File: config.mk
export PLATFORM = sky130hd
export DESIGN_NAME = ffpa_ctrl
export DESIGN_NICKNAME = d
export VERILOG_FILES = /design/src/hw/rtl/ffpa_pkg.sv /design/src/hw/rtl/ffpa_ctrl.sv
export SDC_FILE = /design/constraint.sdc
export NUM_CORES = 1
export LEC_CHECK = 0
export ABC_AREA = 1
export BUFFER_PORTS_ARGS = -buffer_cell sky130_fd_sc_hd__buf_4
export CELL_PAD_IN_SITES_DETAIL_PLACEMENT = 0
export CELL_PAD_IN_SITES_GLOBAL_PLACEMENT = 2
export CORE_ASPECT_RATIO = 1.1
export CORE_MARGIN = 2
export CORE_UTILIZATION = 17
export CTS_CLUSTER_DIAMETER = 40
export DETAILED_ROUTE_END_ITERATION = 10
export GPL_TIMING_DRIVEN = 0
export PLACE_DENSITY = 0.83
export SKIP_CTS_REPAIR_TIMING = 1
export SLEW_MARGIN = 20
export SYNTH_ARGS = -nofsm -noshare
export SYNTH_HDL_FRONTEND = slang
export SYNTH_SLANG_ARGS = --single-unit
File: constraint.sdc
create_clock -name i_clk -period 1.2 [get_ports i_clk]
set_input_delay 0.06 -clock i_clk [delete_from_list [all_inputs] [get_ports i_clk]]
set_output_delay 0.06 -clock i_clk [all_outputs]
set_load 0.02 [all_outputs]
File: src/hw/rtl/ffpa_pkg.sv
package ffpa_pkg;

    // Widths of the request and response fields.
    localparam int BYTES_W = 25;
    localparam int INDEX_W = 12;

    // Operation codes carried on the op field.
    localparam logic OP_ALLOC = 1'b0;
    localparam logic OP_FREE  = 1'b1;

    // Commands from the controller to the datapath.
    typedef struct packed {
        logic clear;         // clearing pass: write one page free
        logic free_wr;       // write the requested page free
        logic scan_start;    // load the request and restart the scan
        logic scan;          // one scan step
        logic mark;          // mark one page of the found run used
        logic res_set;       // capture a result
        logic res_ok;        // ok value of the captured result
        logic res_from_run;  // start index comes from the found run
        logic out_load;      // move the result into the output register
    } t_cmd;

    // Status from the datapath to the controller.
    typedef struct packed {
        logic clr_last;      // clearing pass is on its last page
        logic in_free_ok;    // free index on the input is in range
        logic in_zero;       // byte count on the input is zero
        logic found;         // the scan found a long enough run
        logic fail;          // the scan checked the last page without a fit
        logic mark_last;     // marking is on the last page of the run
        logic out_free;      // output register can take a result
    } t_sts;

endpackage

File: src/hw/rtl/ffpa_ctrl.sv
module ffpa_ctrl
    import ffpa_pkg::*;
(
    input  logic i_clk,
    input  logic i_rst_n,
    input  logic i_valid,
    input  logic i_op,
    input  t_sts i_sts,
    output logic o_stall,
    output t_cmd o_cmd
);

    localparam logic [2:0] S_CLEAR  = 3'd0;
    localparam logic [2:0] S_IDLE   = 3'd1;
    localparam logic [2:0] S_SCAN   = 3'd2;
    localparam logic [2:0] S_MARK   = 3'd3;
    localparam logic [2:0] S_FINISH = 3'd4;

    logic [2:0] r_state;
    logic [2:0] n_state;

    always_ff @(posedge i_clk) begin
        if (!i_rst_n) begin
            r_state <= S_CLEAR;
        end else begin
            r_state <= n_state;
        end
    end

    always_comb begin
        n_state = r_state;
        o_cmd   = '0;
        case (r_state)
            S_CLEAR: begin
                o_cmd.clear = 1'b1;
                if (i_sts.clr_last) begin
                    n_state = S_IDLE;
                end
            end
            S_IDLE: begin
                if (i_valid) begin
                    if (i_op == OP_FREE) begin
                        o_cmd.free_wr = i_sts.in_free_ok;
                        o_cmd.res_set = 1'b1;
                        o_cmd.res_ok  = i_sts.in_free_ok;
                        n_state       = S_FINISH;
                    end else if (i_sts.in_zero) begin
                        o_cmd.res_set = 1'b1;
                        o_cmd.res_ok  = 1'b1;
                        n_state       = S_FINISH;
                    end else begin
                        o_cmd.scan_start = 1'b1;
                        n_state          = S_SCAN;
                    end
                end
            end
            S_SCAN: begin
                o_cmd.scan = 1'b1;
                if (i_sts.found) begin
                    o_cmd.res_set      = 1'b1;
                    o_cmd.res_ok       = 1'b1;
                    o_cmd.res_from_run = 1'b1;
                    n_state            = S_MARK;
                end else if (i_sts.fail) begin
                    o_cmd.res_set = 1'b1;
                    n_state       = S_FINISH;
                end
            end
            S_MARK: begin
                o_cmd.mark = 1'b1;
                if (i_sts.mark_last) begin
                    n_state = S_FINISH;
                end
            end
            S_FINISH: begin
                if (i_sts.out_free) begin
                    o_cmd.out_load = 1'b1;
                    n_state        = S_IDLE;
                end
            end
            default: begin
                n_state = S_IDLE;
            end
        endcase
    end

    assign o_stall = (r_state != S_IDLE);

endmodule

# --- After elaboration in Yosys (flattened, before gate mapping) ---
# Index checks and enable logic that the tools add are counted.
classes:
  mux: 27
  n_eq_ne: 10
  n_reduce_logical: 2
ops:
  columns: ["operator", "count"]
  rows:
  - ["2-to-1 mux 3 bit", 8]
  - ["one-hot mux 3 bit (5 select lines)", 1]
  - ["2-to-1 mux 2 bit", 6]
  - ["2-to-1 mux 1 bit", 11]
  - ["inequality test 2 bit, second input constant", 4]
  - ["equality test 3 x 2 -> 1 bit, second input constant", 2]
  - ["AND reduction 5 bit", 1]
  - ["one-hot mux 2 bit (2 select lines)", 1]
  - ["equality test 3 x 1 -> 1 bit, second input constant", 1]
  - ["equality test 3 bit, second input constant", 1]
  - ["zero test 3 bit", 1]
  - ["inequality test 3 x 1 -> 1 bit, second input constant", 1]
  - ["inequality test 3 bit, second input constant", 1]
word_totals:
  output_inout_bits: 10
  word_cells: 40
  inputBits: 11
  register_bits: 3

# --- Logic depth before layout (Yosys ltp) ---
depth:
  ltp_word: 4
  ltp_mapped: 9
  depth_no_buf: 9

# --- Least setup slack after synthesis ---
# OpenSTA, ideal clock, no wires.
synth_path:
  path_type: "register -> output"
  startpoint: "register r_state[2]"
  endpoint: "output o_cmd[6] (netlist name)"
  path_stages_with_launch: 4
  slack_ps: 6
  t_required_ps: 1140
  n_path_buf: 0
  arrival_time_ps: 1134
  path_cell_list: "dfxtp_1 -> inv_2 -> nand3_2 -> nor3_1"
synth_lines:
  columns: ["item", "line_no", "text"]
  rows:
  - ["from (decl)", "ffpa_ctrl.sv:19", "logic [2:0] r_state;"]
  - ["from (signal assigned)", "ffpa_ctrl.sv:26", "r_state <= n_state;"]
  - ["to (decl)", "ffpa_ctrl.sv:10", "output t_cmd o_cmd"]

==> results.py <==
metrics = {
    "status": {
        "outcome": "finished, violations left",
        "violations": "negative setup slack",
    },
    "route": {
        "vias": 437,
        "wirelength_um": 973,
        "drt-initial-drc-count": 1,
        "wl_per_cell_um": 9.27,
        "wl_met3_um": 38,
        "dr.pass1.iters": 4,
        "top_layer_used": "met3",
        "drcViolationCount": 0,
        "wl_met2_um": 512,
        "viasPerCell": 4.16,
        "ant_nets": 0,
        "m1WireLength_um": 422,
    },
    "sta": {
        "report.final.hold_viol_count": 0,
        "slew_violations": 0,
        "fin_ws_ps": -89.7,
        "slew_headroom_pct": 76.1,
        "setup_viol": 3,
        "min_period_over_period_pct": 107,
        "rsz0062_at_grt": "yes",
        "fin_skew_ps": 0.239,
        "hold_ws_ps": 70.4,
        "max_freq_mhz": 775,
        "finalCriticalPeriod_ps": 1290,
        "tns_ps": -139,
        "worst_pin_slew_ps": 357,
    },
    "worst_setup_path": {
        "end_kind": "output pin",
        "r2r_slack_ps": 80,
        "critical_path.most_common_cell": "buf_4",
        "start_kind": "flop",
        "cpPeakStageDelay_ps": 360,
        "path_buf_inv": 3,
        "crit_chain": "inv_4 -> nand3_4 -> buf_4 -> nor3_1 -> buf_4",
        "cp_max_fo": 5,
        "worstReg2RegEnd": "r_state[1]",
        "crit_family": "buffers and inverters",
        "cp.required_ps": 1140,
        "ff2ff_path_depth": 8,
        "critPathKind": "flop to output pin",
        "slowest_stage": "dfxtp_4",
        "worstPathArrival_ps": 1230,
        "r2r_start": "r_state[2]",
    },
    "final_layout": {
        "top_register": "r_state",
        "final_common_cell": "buf_4",
        "largest_reg_flops": 3,
        "fillers": 207,
        "syn2layout_area_growth_pct": 92.3,
        "final_cell_mix": "21 x buf_4, 9 x nand2_1, 9 x nor2_1, 9 x inv_1, 5 x nor2_2",
        "layout-drive-gt1-share_pct": 55.2,
        "finalNetCount": 99,
        "multi_input_area_um2": 264,
        "diodes": 0,
        "seqCellArea_um2": 71.3,
        "design_area_um2": 626,
        "top_regs": "r_state x3",
    },
    "power": {
        "pwr-share-seq_pct": 18.1,
        "comb_power_share_pct": 70.6,
        "clock_power_share_pct": 11.4,
        "sw_frac_of_total_pct": 49.9,
        "totalPowerFinal_mw": 1.54,
        "powerDensity_mw_per_mm2": 2460,
        "power_report.internal_total_mw": 0.771,
        "ir_drop_mv": 1.20,
        "p_sw_mw": 0.767,
        "leakage_nw": 0.317,
    },
    "worst_hold_path": {
        "min_path_cells": 3,
        "hold-path-endpoint": "r_state[2]",
        "hp-class": "input port to flop",
        "worstHoldStart": "i_rst_n",
    },
    "floorplanning": {
        "core_mm2": 0.00180,
        "initial_utilization_pct": 18.1,
        "die-width_um": 45.7,
        "die_area_mm2": 0.00228,
        "die_h_um": 49.9,
        "rows": 16,
        "io_pins": 21,
    },
    "global_route": {
        "antenna_found_initial": 0,
        "grt.total_usage_pct": 8.92,
        "grt_pass1_vias": 380,
        "overflow": 0,
        "grt_pass1_wl_mm": 1.48,
        "grt_max_degree": 8,
    },
    "logic_synthesis": {
        "ys_seq_elements": 3,
        "synthDistinctLibCells": 16,
        "synth_area_um2": 325,
        "ys_warn_count": 0,
        "ys_seq_area_share_pct": 18.5,
        "syn_area_per_cell_um2": 5.51,
        "synthCells": 59,
        "syn-num-nets": 70,
    },
    "clock_tree": {
        "cts_max_level": 1,
        "root_buffer": "clkbuf_4",
        "clk_pin_slew_ps": 40,
        "clock_sinks": 3,
        "clockBufferDepth": 2,
        "clk_latency_ps": 230,
        "cts_tree": "done",
        "numCtsBuffers": 3,
    },
    "placement": {
        "dp_slack_ps": -28.0,
        "io_buffers": 20,
        "place_area_um2": 498,
        "dp_hpwl_um": 768,
        "routabilityCongestion": 0.731,
    },
    "flow_run": {
        "cap_viol_max_count": 0,
    },
}
[tightest hold or removal path: cells and delay by family]
| family | cells | cell delay [ps] |
|---|---|---|
| buffers and inverters | 1 | 120 |
| and+or+nand+nor | 2 | 90 |
[through the flow]
stage                     utilization (%)  std cells
after CTS                            29.1        101
after global routing                 34.7        105
after floorplan                         -         59
final                                34.7        105
after detailed placement             27.6         97
after global placement               27.6         97
[area by class of cell]
class,count,area share [%]
timing repair buffer,24,30.6
inverter,12,8.00
clock buffer,4,4.20
tap,18,3.60
multi-input combinational,44,42.2
sequential,3,11.4
[per-layer routing]
layer,vias up,global-route usage (%)
met5,-,0
met4,0,2.86
met3,0,4.40
met2,7,13.8
met1,191,10.5
li1,239,-
[cells in the mapped netlist]
cell type,count,area [µm²]
a21oi_1,2,10.0
inv_2,2,7.51
nand2_1,9,33.8
nor3_1,3,15.0
nor2_1,13,48.8
nor2_4,1,11.3
inv_1,10,37.5
nor2_2,3,18.8
o21ai_0,1,5.00
nand2_2,3,18.8
o21ai_1,1,5.00
nand4_1,1,6.26
nand3_1,4,20.0
o21bai_1,1,7.51
nand3_2,2,20.0
dfxtp_1,3,60.1
[power by group through the flow]
stage | registers, mW | clock network (mW) | logic (mW)
after CTS | 0.217 | 0.185 | 0.907
final | 0.278 | 0.175 | 1.08
after global routing | 0.290 | 0.194 | 1.20
after floorplan | 0.202 | 0 | 0.627
after detailed placement | 0.218 | 0 | 0.903
after global placement | 0.219 | 0 | 0.910
[how the worst max path moves through the flow]
stage                    start       end  slack [ps]  cells after the start
floorplan           r_state[2]  o_cmd[6]           6                      3
global placement    r_state[2]  o_cmd[2]         -60                      6
detailed placement  r_state[2]  o_cmd[2]         -30                      6
CTS                 r_state[2]  o_cmd[2]        -280                      6
global route        r_state[2]  o_cmd[6]        -130                      5
finish              r_state[2]  o_cmd[6]         -90                      5
[cell families after synthesis]
logic type,after synthesis,share of synthesized area (%)
buffers and inverters,12,13.8
DFF,3,18.5
AOI/OAI and AO/OA,5,8.46
and+or+nand+nor,39,59.2
No activity file was read; power rests on OpenSTA's default activity.
